**config.mk**
```make
export PLATFORM = sky130hd
export DESIGN_NAME = packet_reorder_buffer_top
export DESIGN_NICKNAME = d
export VERILOG_FILES = /design/src/hdl/prb_pkg.sv /design/src/hdl/prb_cell.sv /design/src/hdl/prb_row.sv /design/src/hdl/packet_reorder_buffer_top.sv
export SDC_FILE = /design/constraint.sdc
export NUM_CORES = 2
export LEC_CHECK = 0
export ABC_AREA = 1
export BUFFER_PORTS_ARGS = -buffer_cell sky130_fd_sc_hd__buf_2
export CAP_MARGIN = 15
export CORE_MARGIN = 2
export CORE_UTILIZATION = 50
export CTS_BUF_LIST = sky130_fd_sc_hd__clkbuf_8 sky130_fd_sc_hd__clkbuf_16
export DETAILED_ROUTE_END_ITERATION = 8
export PLACE_DENSITY_LB_ADDON = 0.15
export SKIP_CTS_REPAIR_TIMING = 1
export SYNTH_ARGS = -nofsm -noshare
export SYNTH_HDL_FRONTEND = slang
export SYNTH_SLANG_ARGS = --single-unit
```
**constraint.sdc**
```tcl
create_clock -name clock -period 8.9 [get_ports clock]
set_clock_uncertainty 0.15 [all_clocks]
set_input_delay 1.78 -clock clock [delete_from_list [all_inputs] [get_ports clock]]
set_output_delay 1.78 -clock clock [all_outputs]
set_load 0.02 [all_outputs]
```
**src/hdl/prb_pkg.sv**
```systemverilog
// prb_pkg: command and status codes, broadcast and chain types
// shared by the reorder buffer cell, the cell row and the top level
package prb_pkg;

   localparam logic [1:0] CMD_INSERT = 2'd0;
   localparam logic [1:0] CMD_GET    = 2'd1;
   localparam logic [1:0] CMD_SKIP   = 2'd2;
   localparam logic [1:0] CMD_FLUSH  = 2'd3;

   localparam logic [2:0] STS_NOW    = 3'd0;
   localparam logic [2:0] STS_BEHIND = 3'd1;
   localparam logic [2:0] STS_STORED = 3'd2;
   localparam logic [2:0] STS_FULL   = 3'd3;
   localparam logic [2:0] STS_DUP    = 3'd4;
   localparam logic [2:0] STS_OTHER  = 3'd5;

   localparam int SEQ_BITS = 32;

   // broadcast to every cell
   typedef struct packed {
      logic store;
      logic take;
      logic release_one;
      logic flush_mode;
   } cmd_type;

   // passed from each cell to the next one up
   typedef struct packed {
      logic free_seen;
      logic mark_seen;
      logic match_seen;
      logic stale_seen;
      logic more_marks;
   } chain_type;

endpackage

```
**src/hdl/prb_cell.sv**
```systemverilog
// prb_cell: one table slot of the reorder buffer with its compare logic
// depends on prb_pkg
module prb_cell import prb_pkg::*; #(
   parameter int HANDLE_BITS = 16
) (
   input  logic                   clock,
   input  logic                   reset,
   input  cmd_type                cmd,
   input  logic [SEQ_BITS-1:0]    key,
   input  logic [SEQ_BITS-1:0]    expected,
   input  logic [SEQ_BITS-1:0]    seq_in,
   input  logic [HANDLE_BITS-1:0] handle_in,
   input  chain_type              chain_in,
   input  logic [HANDLE_BITS-1:0] take_h_in,
   input  logic [HANDLE_BITS-1:0] rel_h_in,
   output chain_type              chain_out,
   output logic [HANDLE_BITS-1:0] take_h_out,
   output logic [HANDLE_BITS-1:0] rel_h_out
);

   logic                   valid_ff, valid_in;
   logic [SEQ_BITS-1:0]    seq_ff;
   logic [HANDLE_BITS-1:0] handle_ff;
   logic [SEQ_BITS-1:0]    diff;
   logic                   match, behind, free, mark, claim, pick;

   assign diff   = seq_ff - expected;
   assign match  = valid_ff && (seq_ff == key);
   assign behind = valid_ff && diff[SEQ_BITS-1];
   assign free   = !valid_ff;
   assign mark   = valid_ff && (cmd.flush_mode || diff[SEQ_BITS-1]);
   assign claim  = free && !chain_in.free_seen;
   assign pick   = mark && !chain_in.mark_seen;

   always_comb begin
      valid_in = valid_ff;
      if (cmd.store && claim) begin
         valid_in = 1'b1;
      end
      if (cmd.take && match) begin
         valid_in = 1'b0;
      end
      if (cmd.release_one && pick) begin
         valid_in = 1'b0;
      end
   end

   always_ff @(posedge clock) begin
      if (reset) begin
         valid_ff <= 1'b0;
      end else begin
         valid_ff <= valid_in;
      end
   end

   always_ff @(posedge clock) begin
      if (cmd.store && claim) begin
         seq_ff    <= seq_in;
         handle_ff <= handle_in;
      end
   end

   assign chain_out.free_seen  = chain_in.free_seen | free;
   assign chain_out.mark_seen  = chain_in.mark_seen | mark;
   assign chain_out.match_seen = chain_in.match_seen | match;
   assign chain_out.stale_seen = chain_in.stale_seen | behind;
   assign chain_out.more_marks = chain_in.more_marks | (mark & chain_in.mark_seen);

   assign take_h_out = match ? handle_ff : take_h_in;
   assign rel_h_out  = pick ? handle_ff : rel_h_in;

endmodule

```
**src/hdl/prb_row.sv**
```systemverilog
// prb_row: the row of slot cells, chained from slot 0 upward
// depends on prb_pkg and prb_cell
module prb_row import prb_pkg::*; #(
   parameter int SLOTS = 16,
   parameter int HANDLE_BITS = 16
) (
   input  logic                   clock,
   input  logic                   reset,
   input  cmd_type                cmd,
   input  logic [SEQ_BITS-1:0]    key,
   input  logic [SEQ_BITS-1:0]    expected,
   input  logic [SEQ_BITS-1:0]    seq_in,
   input  logic [HANDLE_BITS-1:0] handle_in,
   output chain_type              chain_end,
   output logic [HANDLE_BITS-1:0] take_handle,
   output logic [HANDLE_BITS-1:0] rel_handle
);

   chain_type              chain [SLOTS+1];
   logic [HANDLE_BITS-1:0] take_h [SLOTS+1];
   logic [HANDLE_BITS-1:0] rel_h [SLOTS+1];

   assign chain[0]  = '0;
   assign take_h[0] = '0;
   assign rel_h[0]  = '0;

   for (genvar i = 0; i < SLOTS; i++) begin : g_cell
      prb_cell #(
         .HANDLE_BITS(HANDLE_BITS)
      ) u_cell (
         .clock      (clock),
         .reset      (reset),
         .cmd        (cmd),
         .key        (key),
         .expected   (expected),
         .seq_in     (seq_in),
         .handle_in  (handle_in),
         .chain_in   (chain[i]),
         .take_h_in  (take_h[i]),
         .rel_h_in   (rel_h[i]),
         .chain_out  (chain[i+1]),
         .take_h_out (take_h[i+1]),
         .rel_h_out  (rel_h[i+1])
      );
   end

   assign chain_end   = chain[SLOTS];
   assign take_handle = take_h[SLOTS];
   assign rel_handle  = rel_h[SLOTS];

endmodule

```
**src/hdl/packet_reorder_buffer_top.sv**
```systemverilog
// packet_reorder_buffer_top: command sequencer, expected sequence state and results
// depends on prb_pkg and prb_row
//
// usage
// - commands enter on req_*: a word is taken at a clock edge with start high and busy low
// - csr_* writes seq_step (always ready); write only while the block is idle
// - results leave on rsp_*, one word per cycle marked by rsp_valid; rsp_last ends a command
// - insert and get: one result word, registered from the execute state, then back to idle
// - skip: step product registered at accept, the add state moves the expected number, then one word per
//   released slot (at least one), after which the block returns to idle
// - flush: one word per released slot (at least one), registered from the release state
// - lowest free slot and release order come from a priority chain through the cell row
// - synchronous reset clears every slot, expected number to 0, first flag set, step to 1
// - the receiver cannot stall: each result word is shown for exactly one cycle
module packet_reorder_buffer_top import prb_pkg::*; #(
   parameter int SLOTS = 16,
   parameter int HANDLE_BITS = 16
) (
   input  logic        clock,
   input  logic        reset,
   input  logic        start,
   output logic        busy,
   input  logic [1:0]  req_command,
   input  logic [31:0] req_seq,
   input  logic [15:0] req_handle,
   input  logic [15:0] req_skip_count,
   input  logic        csr_valid,
   output logic        csr_ready,
   input  logic [15:0] csr_wdata,
   output logic        rsp_valid,
   output logic [2:0]  rsp_status,
   output logic [15:0] rsp_out_handle,
   output logic        rsp_handle_valid,
   output logic        rsp_last
);

   localparam logic [1:0] ST_IDLE = 2'd0;
   localparam logic [1:0] ST_EXEC = 2'd1;
   localparam logic [1:0] ST_ADD  = 2'd2;
   localparam logic [1:0] ST_REL  = 2'd3;

   logic [1:0]             state_ff, state_in;
   logic [15:0]            step_ff;
   logic [SEQ_BITS-1:0]    expected_ff, expected_in;
   logic                   first_ff, first_in;
   logic [1:0]             cmd_ff;
   logic [SEQ_BITS-1:0]    seq_ff;
   logic [HANDLE_BITS-1:0] hnd_ff;
   logic [SEQ_BITS-1:0]    product_ff;
   logic                   accept;

   logic                   rsp_valid_ff, rsp_valid_in;
   logic [2:0]             rsp_status_ff, rsp_status_in;
   logic [15:0]            rsp_handle_ff, rsp_handle_in;
   logic                   rsp_hv_ff, rsp_hv_in;
   logic                   rsp_last_ff, rsp_last_in;

   cmd_type                cmd;
   chain_type              chain_end;
   logic [SEQ_BITS-1:0]    key, seq_diff;
   logic [HANDLE_BITS-1:0] take_handle, rel_handle, req_h_trim;
   logic [HANDLE_BITS+15:0] req_h_wide;
   logic [HANDLE_BITS+15:0] hnd_wide, take_wide, rel_wide;

   assign accept    = start && !busy;
   assign busy      = (state_ff != ST_IDLE);
   assign csr_ready = 1'b1;

   assign req_h_wide = {{HANDLE_BITS{1'b0}}, req_handle};
   assign req_h_trim = req_h_wide[HANDLE_BITS-1:0];
   assign hnd_wide   = {16'd0, hnd_ff};
   assign take_wide  = {16'd0, take_handle};
   assign rel_wide   = {16'd0, rel_handle};

   assign key      = (cmd_ff == CMD_GET) ? expected_ff : seq_ff;
   assign seq_diff = seq_ff - expected_ff;

   prb_row #(
      .SLOTS       (SLOTS),
      .HANDLE_BITS (HANDLE_BITS)
   ) u_row (
      .clock       (clock),
      .reset       (reset),
      .cmd         (cmd),
      .key         (key),
      .expected    (expected_ff),
      .seq_in      (seq_ff),
      .handle_in   (hnd_ff),
      .chain_end   (chain_end),
      .take_handle (take_handle),
      .rel_handle  (rel_handle)
   );

   always_comb begin
      state_in       = state_ff;
      expected_in    = expected_ff;
      first_in       = first_ff;
      cmd            = '0;
      cmd.flush_mode = (cmd_ff == CMD_FLUSH);
      rsp_valid_in   = 1'b0;
      rsp_status_in  = STS_OTHER;
      rsp_handle_in  = 16'd0;
      rsp_hv_in      = 1'b0;
      rsp_last_in    = 1'b1;
      case (state_ff)
         ST_IDLE: begin
            if (accept) begin
               case (req_command)
                  CMD_SKIP: begin
                     state_in = ST_ADD;
                  end
                  CMD_FLUSH: begin
                     state_in    = ST_REL;
                     expected_in = '0;
                     first_in    = 1'b1;
                  end
                  default: begin
                     state_in = ST_EXEC;
                  end
               endcase
            end
         end
         ST_EXEC: begin
            state_in     = ST_IDLE;
            rsp_valid_in = 1'b1;
            if (cmd_ff == CMD_GET) begin
               if (chain_end.match_seen && !chain_end.stale_seen) begin
                  cmd.take      = 1'b1;
                  rsp_hv_in     = 1'b1;
                  rsp_handle_in = take_wide[15:0];
               end
            end else if ((seq_ff == expected_ff) || first_ff) begin
               expected_in   = seq_ff + {16'd0, step_ff};
               first_in      = 1'b0;
               rsp_status_in = STS_NOW;
               rsp_hv_in     = 1'b1;
               rsp_handle_in = hnd_wide[15:0];
            end else if (seq_diff[SEQ_BITS-1]) begin
               rsp_status_in = STS_BEHIND;
               rsp_hv_in     = 1'b1;
               rsp_handle_in = hnd_wide[15:0];
            end else if (chain_end.match_seen) begin
               rsp_status_in = STS_DUP;
               rsp_hv_in     = 1'b1;
               rsp_handle_in = hnd_wide[15:0];
            end else if (!chain_end.free_seen) begin
               rsp_status_in = STS_FULL;
               rsp_hv_in     = 1'b1;
               rsp_handle_in = hnd_wide[15:0];
            end else begin
               cmd.store     = 1'b1;
               rsp_status_in = STS_STORED;
            end
         end
         ST_ADD: begin
            state_in    = ST_REL;
            expected_in = expected_ff + product_ff;
         end
         ST_REL: begin
            rsp_valid_in = 1'b1;
            if (chain_end.mark_seen) begin
               cmd.release_one = 1'b1;
               rsp_hv_in       = 1'b1;
               rsp_handle_in   = rel_wide[15:0];
               rsp_last_in     = !chain_end.more_marks;
            end
            if (rsp_last_in) begin
               state_in = ST_IDLE;
            end
         end
         default: begin
            state_in = ST_IDLE;
         end
      endcase
   end

   always_ff @(posedge clock) begin
      if (reset) begin
         state_ff     <= ST_IDLE;
         step_ff      <= 16'd1;
         expected_ff  <= '0;
         first_ff     <= 1'b1;
         rsp_valid_ff <= 1'b0;
      end else begin
         state_ff     <= state_in;
         expected_ff  <= expected_in;
         first_ff     <= first_in;
         rsp_valid_ff <= rsp_valid_in;
         if (csr_valid && csr_ready) begin
            step_ff <= csr_wdata;
         end
      end
   end

   always_ff @(posedge clock) begin
      if (accept) begin
         cmd_ff     <= req_command;
         seq_ff     <= req_seq;
         hnd_ff     <= req_h_trim;
         product_ff <= {16'd0, req_skip_count} * {16'd0, step_ff};
      end
      rsp_status_ff <= rsp_status_in;
      rsp_handle_ff <= rsp_handle_in;
      rsp_hv_ff     <= rsp_hv_in;
      rsp_last_ff   <= rsp_last_in;
   end

   assign rsp_valid        = rsp_valid_ff;
   assign rsp_status       = rsp_status_ff;
   assign rsp_out_handle   = rsp_handle_ff;
   assign rsp_handle_valid = rsp_hv_ff;
   assign rsp_last         = rsp_last_ff;

   a_word_after_exec: assert property (@(posedge clock) disable iff (reset)
      (state_ff == ST_EXEC) |=> (rsp_valid && rsp_last))
      else $error("insert or get gave no single result word");

   a_busy_after_accept: assert property (@(posedge clock) disable iff (reset)
      accept |=> busy)
      else $error("command accepted without going busy");

   a_empty_handle_zero: assert property (@(posedge clock) disable iff (reset)
      (rsp_valid && !rsp_handle_valid) |-> (rsp_out_handle == 16'd0))
      else $error("handle shown without handle_valid");

   a_one_slot_action: assert property (@(posedge clock) disable iff (reset)
      $onehot0({cmd.store, cmd.take, cmd.release_one}))
      else $error("more than one slot action at once");

   a_idle_after_last: assert property (@(posedge clock) disable iff (reset)
      (state_ff == ST_REL && rsp_last_in) |=> !busy)
      else $error("still busy after final release word");

endmodule

```
# Yosys cells after proc, flatten, opt, wreduce, memory -nomap -nowiden
# Cells that the tools add are included.
[totals] wordCells=498 input_bits=86 register_bits=939 out_inout_bits=24
[op_classes] muxes=78 n_addsub=19 reduce_logical=219 n_eq_ne=29 bitwise_logic=90 mul=1
[ops] op="two-way mux 16 bit" n=39
[ops] op="== test 32 bit" n=17
[ops] op="subtractor 32 bit" n=17
[ops] op="two-way mux 32 bit" n=5
[ops] op="logical AND 1 bit" n=128
[ops] op="one-hot mux 32 bit (3 select lines)" n=1
[ops] op="OR 1 bit" n=74
[ops] op="zero test 1 bit" n=48
[ops] op="OR reduction 3 bit" n=16
[ops] op="adder 32 x 16 -> 32 bit" n=1
[ops] op="adder 32 bit" n=1
[ops] op="multiplier 16 x 16 -> 32 bit" n=1
[ops] op="one-hot mux 16 bit (2 select lines)" n=1
[ops] op="two-way mux 1 bit" n=22
[ops] op="logical OR 1 bit" n=17
[ops] op="bitwise AND 1 bit" n=15
[ops] op="== test 2 bit, second input constant" n=5
[ops] op="AND reduction 5 bit" n=2
[ops] op="two-way mux 3 bit" n=3
[ops] op="inequality test 2 bit, second input constant" n=4
[ops] op="one-hot mux 2 bit (4 select lines)" n=1
[ops] op="two-way mux 2 bit" n=3
[ops] op="OR reduction 5 bit" n=1
[ops] op="== test 2 x 1 -> 1 bit, second input constant" n=2
[ops] op="9 further kinds" n=12

# Longest topological paths before layout
[logic_depth] depth_word=26 ltp_mapped=35 depth_no_buf=33

# Modules after synthesis
# Synthesis repeated with hierarchy kept, for this count alone.
[unflattened] cells_unflattened=10164 hier_area_um2=78391.4
[by_module_without_submodules] module="prb_cell at u_row.g_cell[15].u_cell ..." cells_per_inst=458 seq_area_each_um2=1461.4 n_inst=10 area_per_inst_um2=3692.3
[by_module_without_submodules] module="packet_reorder_buffer_top" cells_per_inst=2750 seq_area_each_um2=3923.8 n_inst=1 area_per_inst_um2=19493.7
[by_module_without_submodules] module="prb_cell at u_row.g_cell[0].u_cell ..." cells_per_inst=475 seq_area_each_um2=1461.4 n_inst=5 area_per_inst_um2=3656.0
[by_module_without_submodules] module="prb_cell at u_row.g_cell[14].u_cell" cells_per_inst=458 seq_area_each_um2=1461.4 n_inst=1 area_per_inst_um2=3691.0
[by_module_without_submodules] module="prb_row" cells_per_inst=1 seq_area_each_um2=0.0 n_inst=1 area_per_inst_um2=3.8

# Worst setup path after synthesis
# Ideal clock, no wire load.
[synth_timing] kind="in2reg" start="input port req_skip_count[7]" end="register product_ff[31] (data pin)" setup_time_ns=0.260 slack_ns=0.848 path_stages=29 arrival_ns=7.642 required_time_ns=8.490 path_buffers=2 path_cell_list="clkbuf_1 -> clkbuf_1 -> nand2_1 -> fa_1 -> inv_1 -> fa_1 -> inv_1 -> fa_1 -> inv_1 -> fa_1 -> inv_1 -> fa_1 -> inv_1 -> fa_1 -> ha_1 -> a21oi_1 -> nor2_1 -> a211oi_1 -> nand2_1 -> inv_1 -> nor2_1 -> nor2_1 -> o21ai_0 -> a21boi_0 -> o21ai_0 -> a21boi_0 -> o21ai_0 -> a21oi_1 -> xnor2_1"
[synth_between] elab_chain_len=1
[synth_rtl] item="from (decl)" line="packet_reorder_buffer_top.sv:26" source="input logic [15:0] req_skip_count,"
[synth_rtl] item="multiplier 16 x 16 -> 32 bit" line="packet_reorder_buffer_top.sv:200" source="product_ff <= {16'd0, req_skip_count} * {16'd0, step_ff};"
[synth_rtl] item="to (signal assigned)" line="packet_reorder_buffer_top.sv:200"
[synth_rtl] item="to (decl)" line="packet_reorder_buffer_top.sv:49" source="logic [SEQ_BITS-1:0] product_ff;"
# Every way passes these cells.
# A chain may end at the register's enable or synchronous reset.

# Worst setup path in the final report
[layout_timing] start="input port req_skip_count[11]" end="register product_ff[31] (data pin)"
# The elaborated chain is that of the path after synthesis.

==> reports/qor.yml <==
multi_input_area_sq_um: 34200
syn_nets: 8325
timing.final.crit_share_pct: 87.7
ant_nets: 0
viasPerCell: 6.04
max_stage_delay_ns: 0.58
post_drt_wl_per_cell_um: 27.3
slowest_stage: "fa_1"
antenna_found_initial: 18
path_clk_slew_ns: 0.06
rrSetupSlack_ns: 1.47
relSlewSlack_pct: 0.742
p_leak_nw: 31.4
synth_top_flop_cell: "edfxtp_1"
synth-async-reset-ratio_pct: 0
clock_latency_ns: 0.76
ys_types: 66
register_area_sq_um: 27300
setup_viol: 0
critPathLaunchType: "primary input"
fmax_mhz: 128
yosys.area.top_type: "edfxtp_1"
rows: 132
max-vdd-ir-drop_v: 0.000215
grt_first_pass_wirelength_mm: 367
fin_area_sq_um: 72300
drive_above_1_share_pct: 8.00
cp_max_fo: 16
ys_seq_elements: 939
r2r-start: "step_ff[6]"
place_area_sq_um: 68600
cts_sinks: 939
setup_tns_ns: 0
syn_to_final_growth_pct: 10.2
nets: 8487
drt-initial-drc-count: 7226
synth.most_common_cell: "nand2_1"
synth_edf_count: 850
synth_top_family_by_area: "simple AND/OR/NAND/NOR gates"
synth_area_leaders: "edfxtp_1 39%, ha_1 13%, nand2_1 11%, fa_1 6.0%, inv_1 4.7%"
vias: 56677
ys_seq_area_share_pct: 41.6
synth_xor_area_share_pct: 3.59
fp.dieW_um: 366
die-height_um: 366
hold_class: "flip-flop to flip-flop"
holdPathEnd: "first_ff"
synth.top_cells.by_count: "2005 x nand2_1, 850 x edfxtp_1, 825 x inv_1, 666 x ha_1, 532 x a21oi_1"
synthMuxAreaShare_pct: 0.0153
hpwl_mm: 181
grt_max_degree: 52
initial_core_util_pct: 50.5
hold_viol: 0
worstSetupPathType: "primary input to flip-flop"
critPathCaptureType: "flip-flop"
grt_pass1_vias: 54160
io_pins: 110
gp_congestion: 1.04
rsz0062_at_grt: "no"
critical_path.top_delay_family: "adder cells"
synth_adder_area_share_pct: 18.7
syn_area_per_cell_sq_um: 8.89
tightestPinTransition_ns: 1.48
cp.required_ns: 9.22
drc_errors: 0
reg2reg_depth: 28
grt-ovfl-total: 0
min_from: "first_ff"
synth_compound_area_share_pct: 10.1
cts_root_buf: "clkbuf_16"
dr.pass1.iters: 8
htreeDepth: 3
track_usage_pct: 37.5
synth-simple-area-share_pct: 19.5
cts_tree: "built"
synth_top_area_share_pct: 38.9
core_area_sq_um: 130000
yosys_warnings: 0
clockBufferDepth: 3
whs_path_depth: 2
power_density_nw_per_um2: 201
rr_endpoint: "product_ff[31]"
violations: "max-capacitance violations"
status: "complete, but fails checks"
die_area_sq_um: 134000
syn_area_sq_um: 65600
postRouteWirelength_mm: 256
syn_inst: 7377
fillCellCount: 11798
crit_buf_inv: 7
cap_violations: 1
period_needed_ns: 7.81
drv_slew: 0
port-buffer-count: 108
worstPathArrival_ns: 8.13
cts-buffers-inserted: 107
report_power, final:
| part | switching [W] | internal, W |
|---|---|---|
| Combinational | 0.00315 | 0.00145 |
| Clock | 0.00201 | 0.00262 |
| Sequential | 0.000168 | 0.00514 |
tightest hold or removal path, stage by stage, from the launching register on:
cell	delay (ns)
dfxtp_1	0.32
a21oi_1	0.06
o21ai_0	0.06
per-layer routing:
metal / vias up / wire [um] / GRT usage [%] / part of all wire, %
li1: 25213 / - / - / -
met2: 3578 / 110000 / 56.5 / 43
met3: 798 / 31200 / 9.91 / 12
met4: 8 / 16200 / 21.0 / 6.3
met1: 27080 / 99100 / 49.1 / 39
met5: - / 61 / 0 / 0.024
final cells by class:
type | count | share of cell area, %
inverter | 842 | 4.37
sequential | 939 | 37.8
antenna | 13 | 0.0450
timing repair buffer | 277 | 2.50
clock inverter | 80 | 0.894
clock buffer | 124 | 4.15
tap | 1742 | 3.01
multi-input combinational | 5372 | 47.3
state kept, by name (all words and copies together), names as in the netlist, 32 cells and up:
signal,flops
u_row.g_cell.u_cell.seq_ff,512
expected_ff,32
seq_ff,32
product_ff,32
u_row.g_cell.u_cell.handle_ff,256
stage by stage:
stage | setup slack, ns | power (W) | hold WS [ns] | cells | util, %
2_1_floorplan | 0.848 | 0.00824 | 0.293 | 7377 | -
3_3_place_gp | 0.490 | 0.00977 | 0.306 | 9170 | 52.9
3_5_place_dp | 0.340 | 0.00985 | 0.312 | 9170 | 52.9
4_1_cts | 1.11 | 0.0144 | 0.327 | 9374 | 55.7
5_1_grt | 0.674 | 0.0151 | 0.373 | 9376 | 55.7
6_report | 1.09 | 0.0145 | 0.324 | 9389 | 55.7
logic make-up (layout without fill, tap and decap cells):
family                     count (synthesis)  in the layout
AOI/OAI and AO/OA                       1155           1155
DFF                                      939            939
xor gates and xnor gates                 269            269
and+or+nand+nor                         3084           3084
adders and majority gates                862            862
muxes                                      1              1
other                                      1             14
buffers and inverters                   1066           1323
worst max path at each step:
stage                       startpoint              to  slack (ns)  cells past startpoint
floorplan            req_skip_count[7]  product_ff[31]        0.85                     29
finish              req_skip_count[11]  product_ff[31]        1.09                     28
detailed placement  req_skip_count[11]  product_ff[31]        0.34                     28
CTS                 req_skip_count[11]  product_ff[31]        1.11                     28
global route         req_skip_count[8]  product_ff[31]        0.67                     28
global placement    req_skip_count[11]  product_ff[31]        0.49                     28
placed cells by master, fill, tap and decap left out, drive strengths merged, types with 13 or more instances in the layout:
cell type / n
nand2: 2029
inv: 859
edfxtp: 850
ha: 666
a21oi: 532
nor2: 514
o21ai: 314
buf: 277
nand3: 226
fa: 196
xor2: 177
clkbuf: 124
nand4: 104
xnor2: 92
dfxtp: 89
or2: 74
nor3: 70
o22ai: 64
clkinv: 50
a211oi: 34
o211ai: 34
a22o: 31
nor4: 25
o21a: 24
a21boi: 21
o21bai: 19
o221ai: 17
nand2b: 15
a221oi: 15
diode: 13
Power figures use the tool's default switching activity.
